===== src/rtl/core/asg_pkg.sv =====
// Shared types and constants for the greedy activity selection unit.
package asg_pkg;

  localparam int ID_W   = 8;
  localparam int TIME_W = 16;

  typedef struct packed {
    logic [ID_W-1:0]   id;
    logic [TIME_W-1:0] start;
    logic [TIME_W-1:0] finish;
  } entry_t;

  typedef enum logic [1:0] {
    ST_LOAD,
    ST_SCAN,
    ST_PICK
  } state_t;

endpackage


===== src/rtl/core/asg_if.sv =====
// Valid/ready channel interfaces for activities in and chosen activities out.
interface asg_act_if;
  logic                      valid;
  logic                      ready;
  logic [asg_pkg::ID_W-1:0]   activity_id;
  logic [asg_pkg::TIME_W-1:0] start_time;
  logic [asg_pkg::TIME_W-1:0] finish_time;
  logic                      last_item;

  modport source (output valid, activity_id, start_time, finish_time, last_item,
                  input ready);
  modport sink   (input valid, activity_id, start_time, finish_time, last_item,
                  output ready);
endinterface

interface asg_choice_if;
  logic                      valid;
  logic                      ready;
  logic [asg_pkg::ID_W-1:0]   chosen_id;
  logic [asg_pkg::TIME_W-1:0] chosen_start;
  logic [asg_pkg::TIME_W-1:0] chosen_finish;
  logic                      final_choice;
  logic                      dropped_items;

  modport source (output valid, chosen_id, chosen_start, chosen_finish, final_choice,
                  dropped_items, input ready);
  modport sink   (input valid, chosen_id, chosen_start, chosen_finish, final_choice,
                  dropped_items, output ready);
endinterface


===== src/rtl/core/activity_selection_greedy_unit.sv =====
// Greedy activity selection: store a set, then emit the greedy schedule by finish time.
//
//  channel    | dir | transaction
//  -----------+-----+-----------------------------------------------------------
//  in_chan    | in  | activity_id, start_time, finish_time, last_item
//  out_chan   | out | chosen_id, chosen_start, chosen_finish, final_choice,
//             |     | dropped_items
//
// Loading takes one activity per cycle, written into the activity memory in arrival order.
// After the last item, each pick is one pass over the n stored entries through the
// memory's single read port, and a set takes (selected + 1) passes.
// in_chan.ready is low from the last item until the final result enters the output
// register; a stalled output register holds the selection between passes.
// Reset (rst_n low, synchronous) empties the set; memory contents need no reset.
module activity_selection_greedy_unit #(
  parameter int MAX_ACTIVITIES = 16
) (
  input  logic         clk,
  input  logic         rst_n,
  asg_act_if.sink      in_chan,
  asg_choice_if.source out_chan
);

  localparam int CW = $clog2(MAX_ACTIVITIES + 1);
  localparam int IW = (MAX_ACTIVITIES > 1) ? $clog2(MAX_ACTIVITIES) : 1;

  asg_pkg::entry_t mem [0:MAX_ACTIVITIES-1];

  asg_pkg::state_t st_r, st_nxt;
  logic [CW-1:0]   cnt_r, cnt_nxt;
  logic            ovf_r, ovf_nxt;
  logic [CW-1:0]   rd_cnt_r, rd_cnt_nxt;
  logic            rvalid_r, rvalid_nxt;
  logic [IW-1:0]   ridx_r;
  asg_pkg::entry_t rdata_r;
  logic            best_valid_r, best_valid_nxt;
  asg_pkg::entry_t best_r, best_nxt;
  logic [IW-1:0]   best_idx_r, best_idx_nxt;
  logic            have_pend_r, have_pend_nxt;
  asg_pkg::entry_t pend_r, pend_nxt;
  logic [IW-1:0]   pend_idx_r, pend_idx_nxt;
  logic            out_valid_r, out_valid_nxt;
  asg_pkg::entry_t out_r, out_nxt;
  logic            out_final_r, out_final_nxt;
  logic            out_drop_r, out_drop_nxt;

  logic            in_acc;
  logic            mem_we;
  logic            rd_en;
  logic            qual;
  logic            slot_free;
  asg_pkg::entry_t in_entry;

  assign in_entry.id     = in_chan.activity_id;
  assign in_entry.start  = in_chan.start_time;
  assign in_entry.finish = in_chan.finish_time;

  assign in_chan.ready = (st_r == asg_pkg::ST_LOAD);
  assign in_acc        = in_chan.valid && in_chan.ready;
  assign mem_we        = in_acc && (cnt_r < CW'(MAX_ACTIVITIES));
  assign rd_en         = (st_r == asg_pkg::ST_SCAN) && (rd_cnt_r < cnt_r);
  assign slot_free     = !out_valid_r || out_chan.ready;

  // First pass takes any entry; later passes need a compatible start and a later sort key.
  assign qual = !have_pend_r ||
                ((rdata_r.start >= pend_r.finish) &&
                 ({rdata_r.finish, ridx_r} > {pend_r.finish, pend_idx_r}));

  always_ff @(posedge clk) begin
    if (mem_we) begin
      mem[cnt_r[IW-1:0]] <= in_entry;
    end
  end

  always_ff @(posedge clk) begin
    rdata_r <= mem[rd_cnt_r[IW-1:0]];
    ridx_r  <= rd_cnt_r[IW-1:0];
  end

  always_comb begin
    st_nxt         = st_r;
    cnt_nxt        = cnt_r;
    ovf_nxt        = ovf_r;
    rd_cnt_nxt     = rd_cnt_r;
    rvalid_nxt     = rd_en;
    best_valid_nxt = best_valid_r;
    best_nxt       = best_r;
    best_idx_nxt   = best_idx_r;
    have_pend_nxt  = have_pend_r;
    pend_nxt       = pend_r;
    pend_idx_nxt   = pend_idx_r;
    out_valid_nxt  = out_valid_r && !out_chan.ready;
    out_nxt        = out_r;
    out_final_nxt  = out_final_r;
    out_drop_nxt   = out_drop_r;

    case (st_r)
      asg_pkg::ST_LOAD: begin
        if (in_acc) begin
          if (mem_we) begin
            cnt_nxt = cnt_r + CW'(1);
          end else begin
            ovf_nxt = 1'b1;
          end
          if (in_chan.last_item) begin
            st_nxt         = asg_pkg::ST_SCAN;
            rd_cnt_nxt     = '0;
            best_valid_nxt = 1'b0;
            have_pend_nxt  = 1'b0;
          end
        end
      end

      asg_pkg::ST_SCAN: begin
        if (rd_en) begin
          rd_cnt_nxt = rd_cnt_r + CW'(1);
        end
        // Scan ascends by index, so strict less keeps the earliest of equal finishes.
        if (rvalid_r && qual && (!best_valid_r || (rdata_r.finish < best_r.finish))) begin
          best_valid_nxt = 1'b1;
          best_nxt       = rdata_r;
          best_idx_nxt   = ridx_r;
        end
        if (!rd_en && !rvalid_r) begin
          st_nxt = asg_pkg::ST_PICK;
        end
      end

      asg_pkg::ST_PICK: begin
        if (!have_pend_r) begin
          have_pend_nxt  = 1'b1;
          pend_nxt       = best_r;
          pend_idx_nxt   = best_idx_r;
          rd_cnt_nxt     = '0;
          best_valid_nxt = 1'b0;
          st_nxt         = asg_pkg::ST_SCAN;
        end else if (slot_free) begin
          // Emit the held choice; it is final when this pass found no successor.
          out_valid_nxt = 1'b1;
          out_nxt       = pend_r;
          out_final_nxt = !best_valid_r;
          out_drop_nxt  = ovf_r;
          if (best_valid_r) begin
            pend_nxt       = best_r;
            pend_idx_nxt   = best_idx_r;
            rd_cnt_nxt     = '0;
            best_valid_nxt = 1'b0;
            st_nxt         = asg_pkg::ST_SCAN;
          end else begin
            cnt_nxt = '0;
            ovf_nxt = 1'b0;
            st_nxt  = asg_pkg::ST_LOAD;
          end
        end
      end

      default: begin
        st_nxt = asg_pkg::ST_LOAD;
      end
    endcase
  end

  always_ff @(posedge clk) begin
    if (!rst_n) begin
      st_r         <= asg_pkg::ST_LOAD;
      cnt_r        <= '0;
      ovf_r        <= 1'b0;
      rd_cnt_r     <= '0;
      rvalid_r     <= 1'b0;
      best_valid_r <= 1'b0;
      have_pend_r  <= 1'b0;
      out_valid_r  <= 1'b0;
    end else begin
      st_r         <= st_nxt;
      cnt_r        <= cnt_nxt;
      ovf_r        <= ovf_nxt;
      rd_cnt_r     <= rd_cnt_nxt;
      rvalid_r     <= rvalid_nxt;
      best_valid_r <= best_valid_nxt;
      have_pend_r  <= have_pend_nxt;
      out_valid_r  <= out_valid_nxt;
    end
  end

  always_ff @(posedge clk) begin
    best_r      <= best_nxt;
    best_idx_r  <= best_idx_nxt;
    pend_r      <= pend_nxt;
    pend_idx_r  <= pend_idx_nxt;
    out_r       <= out_nxt;
    out_final_r <= out_final_nxt;
    out_drop_r  <= out_drop_nxt;
  end

  assign out_chan.valid         = out_valid_r;
  assign out_chan.chosen_id     = out_r.id;
  assign out_chan.chosen_start  = out_r.start;
  assign out_chan.chosen_finish = out_r.finish;
  assign out_chan.final_choice  = out_final_r;
  assign out_chan.dropped_items = out_drop_r;

endmodule


===== src/flat_wrapper.sv =====
// flat-port wrapper written by rule: the top's interface ports become plain ports
module activity_selection_greedy_unit_flat 
#(
  parameter int MAX_ACTIVITIES = 16
)
  (clk, rst_n, in_chan_valid, in_chan_activity_id, in_chan_start_time, in_chan_finish_time, in_chan_last_item, in_chan_ready, out_chan_valid, out_chan_chosen_id, out_chan_chosen_start, out_chan_chosen_finish, out_chan_final_choice, out_chan_dropped_items, out_chan_ready);
  asg_act_if in_chan_i ();
  asg_choice_if out_chan_i ();
  input  logic clk;
  input  logic rst_n;
  input wire logic [$bits(in_chan_i.valid)-1:0] in_chan_valid;
  input wire logic [$bits(in_chan_i.activity_id)-1:0] in_chan_activity_id;
  input wire logic [$bits(in_chan_i.start_time)-1:0] in_chan_start_time;
  input wire logic [$bits(in_chan_i.finish_time)-1:0] in_chan_finish_time;
  input wire logic [$bits(in_chan_i.last_item)-1:0] in_chan_last_item;
  output wire logic [$bits(in_chan_i.ready)-1:0] in_chan_ready;
  output wire logic [$bits(out_chan_i.valid)-1:0] out_chan_valid;
  output wire logic [$bits(out_chan_i.chosen_id)-1:0] out_chan_chosen_id;
  output wire logic [$bits(out_chan_i.chosen_start)-1:0] out_chan_chosen_start;
  output wire logic [$bits(out_chan_i.chosen_finish)-1:0] out_chan_chosen_finish;
  output wire logic [$bits(out_chan_i.final_choice)-1:0] out_chan_final_choice;
  output wire logic [$bits(out_chan_i.dropped_items)-1:0] out_chan_dropped_items;
  input wire logic [$bits(out_chan_i.ready)-1:0] out_chan_ready;
  assign in_chan_i.valid = in_chan_valid;
  assign in_chan_i.activity_id = in_chan_activity_id;
  assign in_chan_i.start_time = in_chan_start_time;
  assign in_chan_i.finish_time = in_chan_finish_time;
  assign in_chan_i.last_item = in_chan_last_item;
  assign in_chan_ready = in_chan_i.ready;
  assign out_chan_valid = out_chan_i.valid;
  assign out_chan_chosen_id = out_chan_i.chosen_id;
  assign out_chan_chosen_start = out_chan_i.chosen_start;
  assign out_chan_chosen_finish = out_chan_i.chosen_finish;
  assign out_chan_final_choice = out_chan_i.final_choice;
  assign out_chan_dropped_items = out_chan_i.dropped_items;
  assign out_chan_i.ready = out_chan_ready;
  activity_selection_greedy_unit #(.MAX_ACTIVITIES(MAX_ACTIVITIES)) u_core (.clk(clk), .rst_n(rst_n), .in_chan(in_chan_i), .out_chan(out_chan_i));
endmodule

===== config.mk =====
export PLATFORM = sky130hd
export DESIGN_NAME = activity_selection_greedy_unit_flat
export DESIGN_NICKNAME = d
export VERILOG_FILES = /design/src/rtl/core/asg_pkg.sv /design/src/rtl/core/asg_if.sv /design/src/rtl/core/activity_selection_greedy_unit.sv /design/src/flat_wrapper.sv
export SDC_FILE = /design/constraint.sdc
export NUM_CORES = 1
export LEC_CHECK = 0
export BUFFER_PORTS_ARGS = -buffer_cell sky130_fd_sc_hd__buf_4
export CAP_MARGIN = 20
export CORE_MARGIN = 1.5
export CORE_UTILIZATION = 36
export CTS_CLUSTER_DIAMETER = 200
export DETAILED_ROUTE_END_ITERATION = 8
export GPL_TIMING_DRIVEN = 0
export PLACE_DENSITY_LB_ADDON = 0.25
export SYNTH_ARGS = -nofsm -noshare
export SYNTH_HDL_FRONTEND = slang
export SYNTH_SLANG_ARGS = --single-unit

===== constraint.sdc =====
create_clock -name clk -period 11.65 [get_ports clk]
set_clock_uncertainty 0.15 [all_clocks]
set_input_delay 0.5825 -clock clk [delete_from_list [all_inputs] [get_ports clk]]
set_output_delay 0.5825 -clock clk [all_outputs]
set_load 0.05 [all_outputs]

After elaboration in Yosys (flattened, before gate mapping):

Memories as Yosys holds them, arrays and structs flattened. A register that Yosys moved wholly into a read port is not among the register bits.
Index checks and enable logic that the tools add are counted.

* memory bits (writable): 640
* memories: 1
* word-level logic and storage cells: 119
* bits in registers: 151

Memory list
* u_core.mem: depth 16, bits a word 40, rd ports 1, clocked after Yosys merged registers in 1, write ports 1, line activity_selection_greedy_unit.sv:27 `asg_pkg::entry_t mem [0:MAX_ACTIVITIES-1];`

* equality and inequality tests: 16
* $lt $le $gt $ge: 5
* $add $sub $neg: 2
* reduce and logical (&&, ||, !) cells: 29
* muxes and demuxes: 44

Operators by type and width (number)
* 40-bit two-way mux: 3
* 5-bit two-way mux: 11
* 20-bit greater-than comparator: 1
* 6-bit AND reduction: 3
* 16-bit greater-or-equal comparator: 1
* 16-bit less-than comparator: 1
* 1-bit two-way mux: 16
* 2-bit != test, second input constant: 8
* 5-bit one-hot mux with 3 select lines: 1
* 4-bit two-way mux: 3
* 5-bit by 1-bit adder with 5-bit output, second input constant: 2
* 2-bit two-way mux: 5
* 5-bit one-hot mux with 2 select lines: 1
* 3-bit AND reduction: 3
* 1-bit logical AND: 8
* 2-bit by 1-bit != test with 1-bit output, second input constant: 4
* 1-bit zero test: 6
* 2-bit one-hot mux with 3 select lines: 1
* 5-bit less-than comparator: 1
* 5-bit less-than comparator, second input constant: 1
* 5-bit AND reduction: 1
* 1-bit one-hot mux with 2 select lines: 2
* 4-bit AND reduction: 1
* 1-bit logical OR: 3
* other kinds (9): 9

Longest topological paths before layout:

* word-level depth: 7
* gate-level depth with buffers: 8
* mapped depth without buffers: 8

Worst setup path after synthesis:

Ideal clock, no wire load.

* path kind: register to register
* start point: register u_core.best_r[3] (netlist bit)
* end point: register u_core.best_idx_r[0] (enable)
* setup slack: 6.457 ns
* data required time: 11.000 ns
* setup time: 0.500 ns
* period minus slack after synthesis: 5.193 ns
* data arrival time: 4.542 ns
* buffers on the path: 0
* cell stages (with the launch flop): 9
* path through: edfxtp_1 > inv_1 > ha_1 > a211oi_1 > o21ai_0 > a2111oi_0 > or4_1 > o211ai_1 > nor3_1

* word-level cells in the longest chain between the ends: 4

Ends and longest elaborated chain
* from (decl): line activity_selection_greedy_unit.sv:37 `asg_pkg::entry_t best_r, best_nxt;`
* from (signal assigned): line activity_selection_greedy_unit.sv:186 `best_r <= best_nxt;`
* 16-bit less-than comparator: line activity_selection_greedy_unit.sv:119 `if (rvalid_r && qual && (!best_valid_r || (rdata_r.finish < best_r.finish))) begin`
* 1-bit logical OR: line activity_selection_greedy_unit.sv:119
* 1-bit logical AND: line activity_selection_greedy_unit.sv:119
* 2-bit AND reduction (no line)
* to (signal assigned): line activity_selection_greedy_unit.sv:187 `best_idx_r <= best_idx_nxt;`
* to (decl): line activity_selection_greedy_unit.sv:38 `logic [IW-1:0] best_idx_r, best_idx_nxt;`

No other way between the ends.
A chain may end at the register's enable or synchronous reset.

Worst setup path in the final report:

* start point: register u_core.pend_r[9] (netlist bit)
* end point: register u_core.best_r[16] (netlist bit) (enable)

* word-level cells in the longest chain between the ends: 6
* elaborated cells on any way between the ends: 7
* classes of those cells: order compare: 2; reduce/logical: 5

Ends and longest elaborated chain
* from (decl): line activity_selection_greedy_unit.sv:40 `asg_pkg::entry_t pend_r, pend_nxt;`
* from (signal assigned): line activity_selection_greedy_unit.sv:188 `pend_r <= pend_nxt;`
* 20-bit greater-than comparator / 16-bit greater-or-equal comparator (equally long branches): line activity_selection_greedy_unit.sv:67, activity_selection_greedy_unit.sv:66
* 1-bit logical AND (*): line activity_selection_greedy_unit.sv:66 `((rdata_r.start >= pend_r.finish) &&`
* 1-bit logical OR (*): line activity_selection_greedy_unit.sv:65 `assign qual = !have_pend_r ||`
* 1-bit logical AND (*) (2 in series): line activity_selection_greedy_unit.sv:119
* 2-bit AND reduction (no line) (*)

Every way passes the cells marked *; elsewhere a longest branch is shown, timed or not.

==> qor.txt <==
PwrDens - 174 nW/um2
Fillers - 7260
CP max-delay cell - nor3_2
Post-CTS setup buffer count - 0
Vias - 14500
Setup TNS - 0 ns
RSZ-0062 raised after global routing - false
Syn_area_per_cell - 22.7 um2
DP HPWL - 48.9 mm
P_leak - 11.9 nW
Total Routing Usage GR - 0.167
Clock network fraction of total power - 0.432
Crit path DAT - 3.80 ns
Nets - 1708
Min-delay worst type - input pin to flip-flop
Number of global-route vias before repair - 15200
Antenna-violating nets left - 0
Routed wire per std cell - 25.9 um
Relative slew slack - 0.234
Initial antenna violation count - 2
DR pass1 iterations - 5
Worst hold start - in_chan_valid
Commonest non-fill, non-tap cell in the layout - edfxtp_1
Reg2reg start - u_core.pend_r[9]
Worst-Margin Slew - 1.15 ns
Iter 0 DRT Violations - 1515
Worst path buffer plus inverter count - 3
Synth unique cells - 43
CP dominant cell by count - buf_6
Fin crit period - 3.62 ns
Crit end category - flip-flop
Sequential area share after synthesis - 0.784
CTS H-Tree Depth - 3
Die Span X - 297 um
CTS max path bufs - 3
Port buffer count - 87
CP cell instances - inv_1 -> ha_1 -> a21oi_1 -> o21ai_0 -> a2111oi_0 -> a211oi_1 -> nor2_1 -> nor3_2 -> buf_6 -> buf_6
Worst vdd ir - 0.104 mV
Final setup violation count - 0
Final Cycle Share - 0.311
Achievable Freq - 276 MHz
Maxcap violations - 0
# DRC - 0
Post-CTS sizing - 0
Crit path kind - flip-flop to flip-flop
Total gr overflow - 0
CTS tree - yes
Sw frac - 0.207
Sequential power share - 0.520
Vias per inst - 5.13
Final Hold Viols - 0
Count of hold-fix buffers inserted at cts - 0
Die area - 88000 um2
Row cnt - 107
Worst setup startpoint - u_core.pend_r[9]
CTS Sinks - 831
Post-Syn Area - 31100 um2
Syn. warnings - 0
RD Place Congestion - 0.809
Ys async rst share - 0
Max-slew violation count - 0
Switching power - 1.34 mW
Clock Latency Late Sink - 0.65 ns
CTS buffer count - 85
Number of synthesized register bits - 831
Internal power - 5.12 mW
First-pass GRT wire length - 106 mm
I/O pins - 89
Core Area - 85300 um2
EDFF count, synth - 770
N_diodes - 0
Status - completed
Power Total - 6.45 mW
Initial core utilization - 0.364
Synth-to-Final Area Change - 19.8%
Final WL - 73.1 mm
Comb power frac - 0.048
Data required time of the worst path - 11.83 ns
Crit Path Max Fanout - 9
Worst setup SP type - flip-flop
Commonest cells after routing, fill and taps aside - 770 x edfxtp_1, 200 x mux4_2, 87 x buf_4, 85 x clkbuf_16, 61 x dfxtp_1
Share of layout cells above drive strength 1 - 0.309
Crit path max-delay family - compound AO/OA/AOI/OAI gates
Max stage delay on crit path - 0.72 ns
Syn_nets - 1474
Die Height - 297 um
Root Buffer - clkbuf_16
Clock Pin Slew Worst Setup and Hold Paths - 0.06 ns
Largest net degree at the start of global routing - 21
Syn Inst Count - 1369
Ys flop type - edfxtp_1
power by group through the flow:
stage	Combinational, mW	Clock [mW]	Sequential (mW)
2_1_floorplan	0.179	0	3.41
3_3_place_gp	0.281	0	3.43
3_5_place_dp	0.310	0	3.42
4_1_cts	0.312	2.85	3.36
5_1_grt	0.336	2.97	3.36
6_report	0.307	2.79	3.36
cell type report:
type	count	area, um2	area share
flip-flops and latches	831	24300	0.654
multi-input cells	443	6400	0.172
clock buffers	117	2340	0.0628
repair buffers	147	1690	0.0455
well taps	1144	1430	0.0385
clock inverters	43	554	0.0149
plain buffers	51	274	0.00737
inverters	44	165	0.00444
through the flow:
step,area (um2),cells,utilization,hold slack [ns],setup WS [ns]
finish,37200,2820,0.436,0.0748,8.03
global route,37200,2820,0.436,0.0814,7.85
CTS,37200,2819,0.436,0.0376,8.08
detailed placement,34300,2659,0.402,0.236,8.10
global placement,33100,2600,0.389,0.239,2.88
floorplan,31100,1369,-,0.202,6.46
worst min-delay path: cells and delay by family:
family | cells | cell delay [ns]
buf+inv | 1 | 0.10
compound gates | 1 | 0.07
simple gates | 1 | 0.07
sequential cells by signal, summed over array words and instances, names as in the netlist, 2 cells and up:
register,count
u_core.out_chan.chosen_start,16
u_core.rdata_r,40
u_core.mem,640
u_core.out_chan.chosen_finish,16
u_core.out_chan.chosen_id,8
u_core.pend_r,40
u_core.pend_idx_r,4
u_core.st_r,2
u_core.cnt_r,5
u_core.best_r,40
u_core.ridx_r,4
u_core.rd_cnt_r,5
u_core.best_idx_r,4
metal layers:
layer,GRT usage,share of wire,up-vias
met1,0.237,0.44,7772
met3,0.0294,0.061,70
met5,0,0.00037,-
met4,0.0405,0.015,4
li1,-,-,6195
met2,0.269,0.48,436
path summary, 6_finish.rpt:
path,end,slack [ns],depth (start not counted)
setup / recovery,u_core.best_r[16],8.03,10
hold / removal,u_core.ovf_r,0.07,3
setup reg to reg,u_core.best_r[16],8.03,10
hold reg to reg,u_core.ridx_r[2],0.25,0
synth_stat cells, types with 2 or more instances:
master / n / area [um2]
a2111oi_0: 2 / 17.5
a211oi_1: 6 / 45.0
a21o_1: 8 / 60.1
a21oi_1: 22 / 110
a31oi_1: 5 / 31.3
and3_1: 3 / 18.8
buf_1: 3 / 11.3
buf_2: 12 / 60.1
buf_6: 9 / 101
clkbuf_1: 27 / 101
dfxtp_1: 61 / 1220
edfxtp_1: 770 / 23100
ha_1: 60 / 751
inv_1: 44 / 165
mux4_2: 200 / 4500
nand2_1: 27 / 101
nand2b_1: 3 / 18.8
nand3_1: 4 / 20.0
nand4_1: 9 / 56.3
nor2_1: 33 / 124
nor2b_1: 6 / 37.5
nor3_1: 10 / 50.1
nor3b_1: 2 / 15.0
nor4_1: 2 / 12.5
nor4b_1: 2 / 17.5
o211ai_1: 4 / 30.0
o21a_1: 3 / 22.5
o21ai_0: 12 / 60.1
o21bai_1: 3 / 22.5
o31ai_1: 2 / 15.0
or4_1: 2 / 15.0
xnor2_1: 2 / 17.5
cells by family after synthesis:
family                   Yosys count  share of synthesized area
buffers and inverters             95                     0.0141
adder cells (fa/ha/maj)           60                     0.0242
XOR/XNOR                           2                   0.000564
flip-flops                       831                      0.784
AO/OA/AOI/OAI                     73                     0.0151
multiplexers                     200                      0.145
AND/OR/NAND/NOR                  108                     0.0170
(Power assumes the default switching activity.)
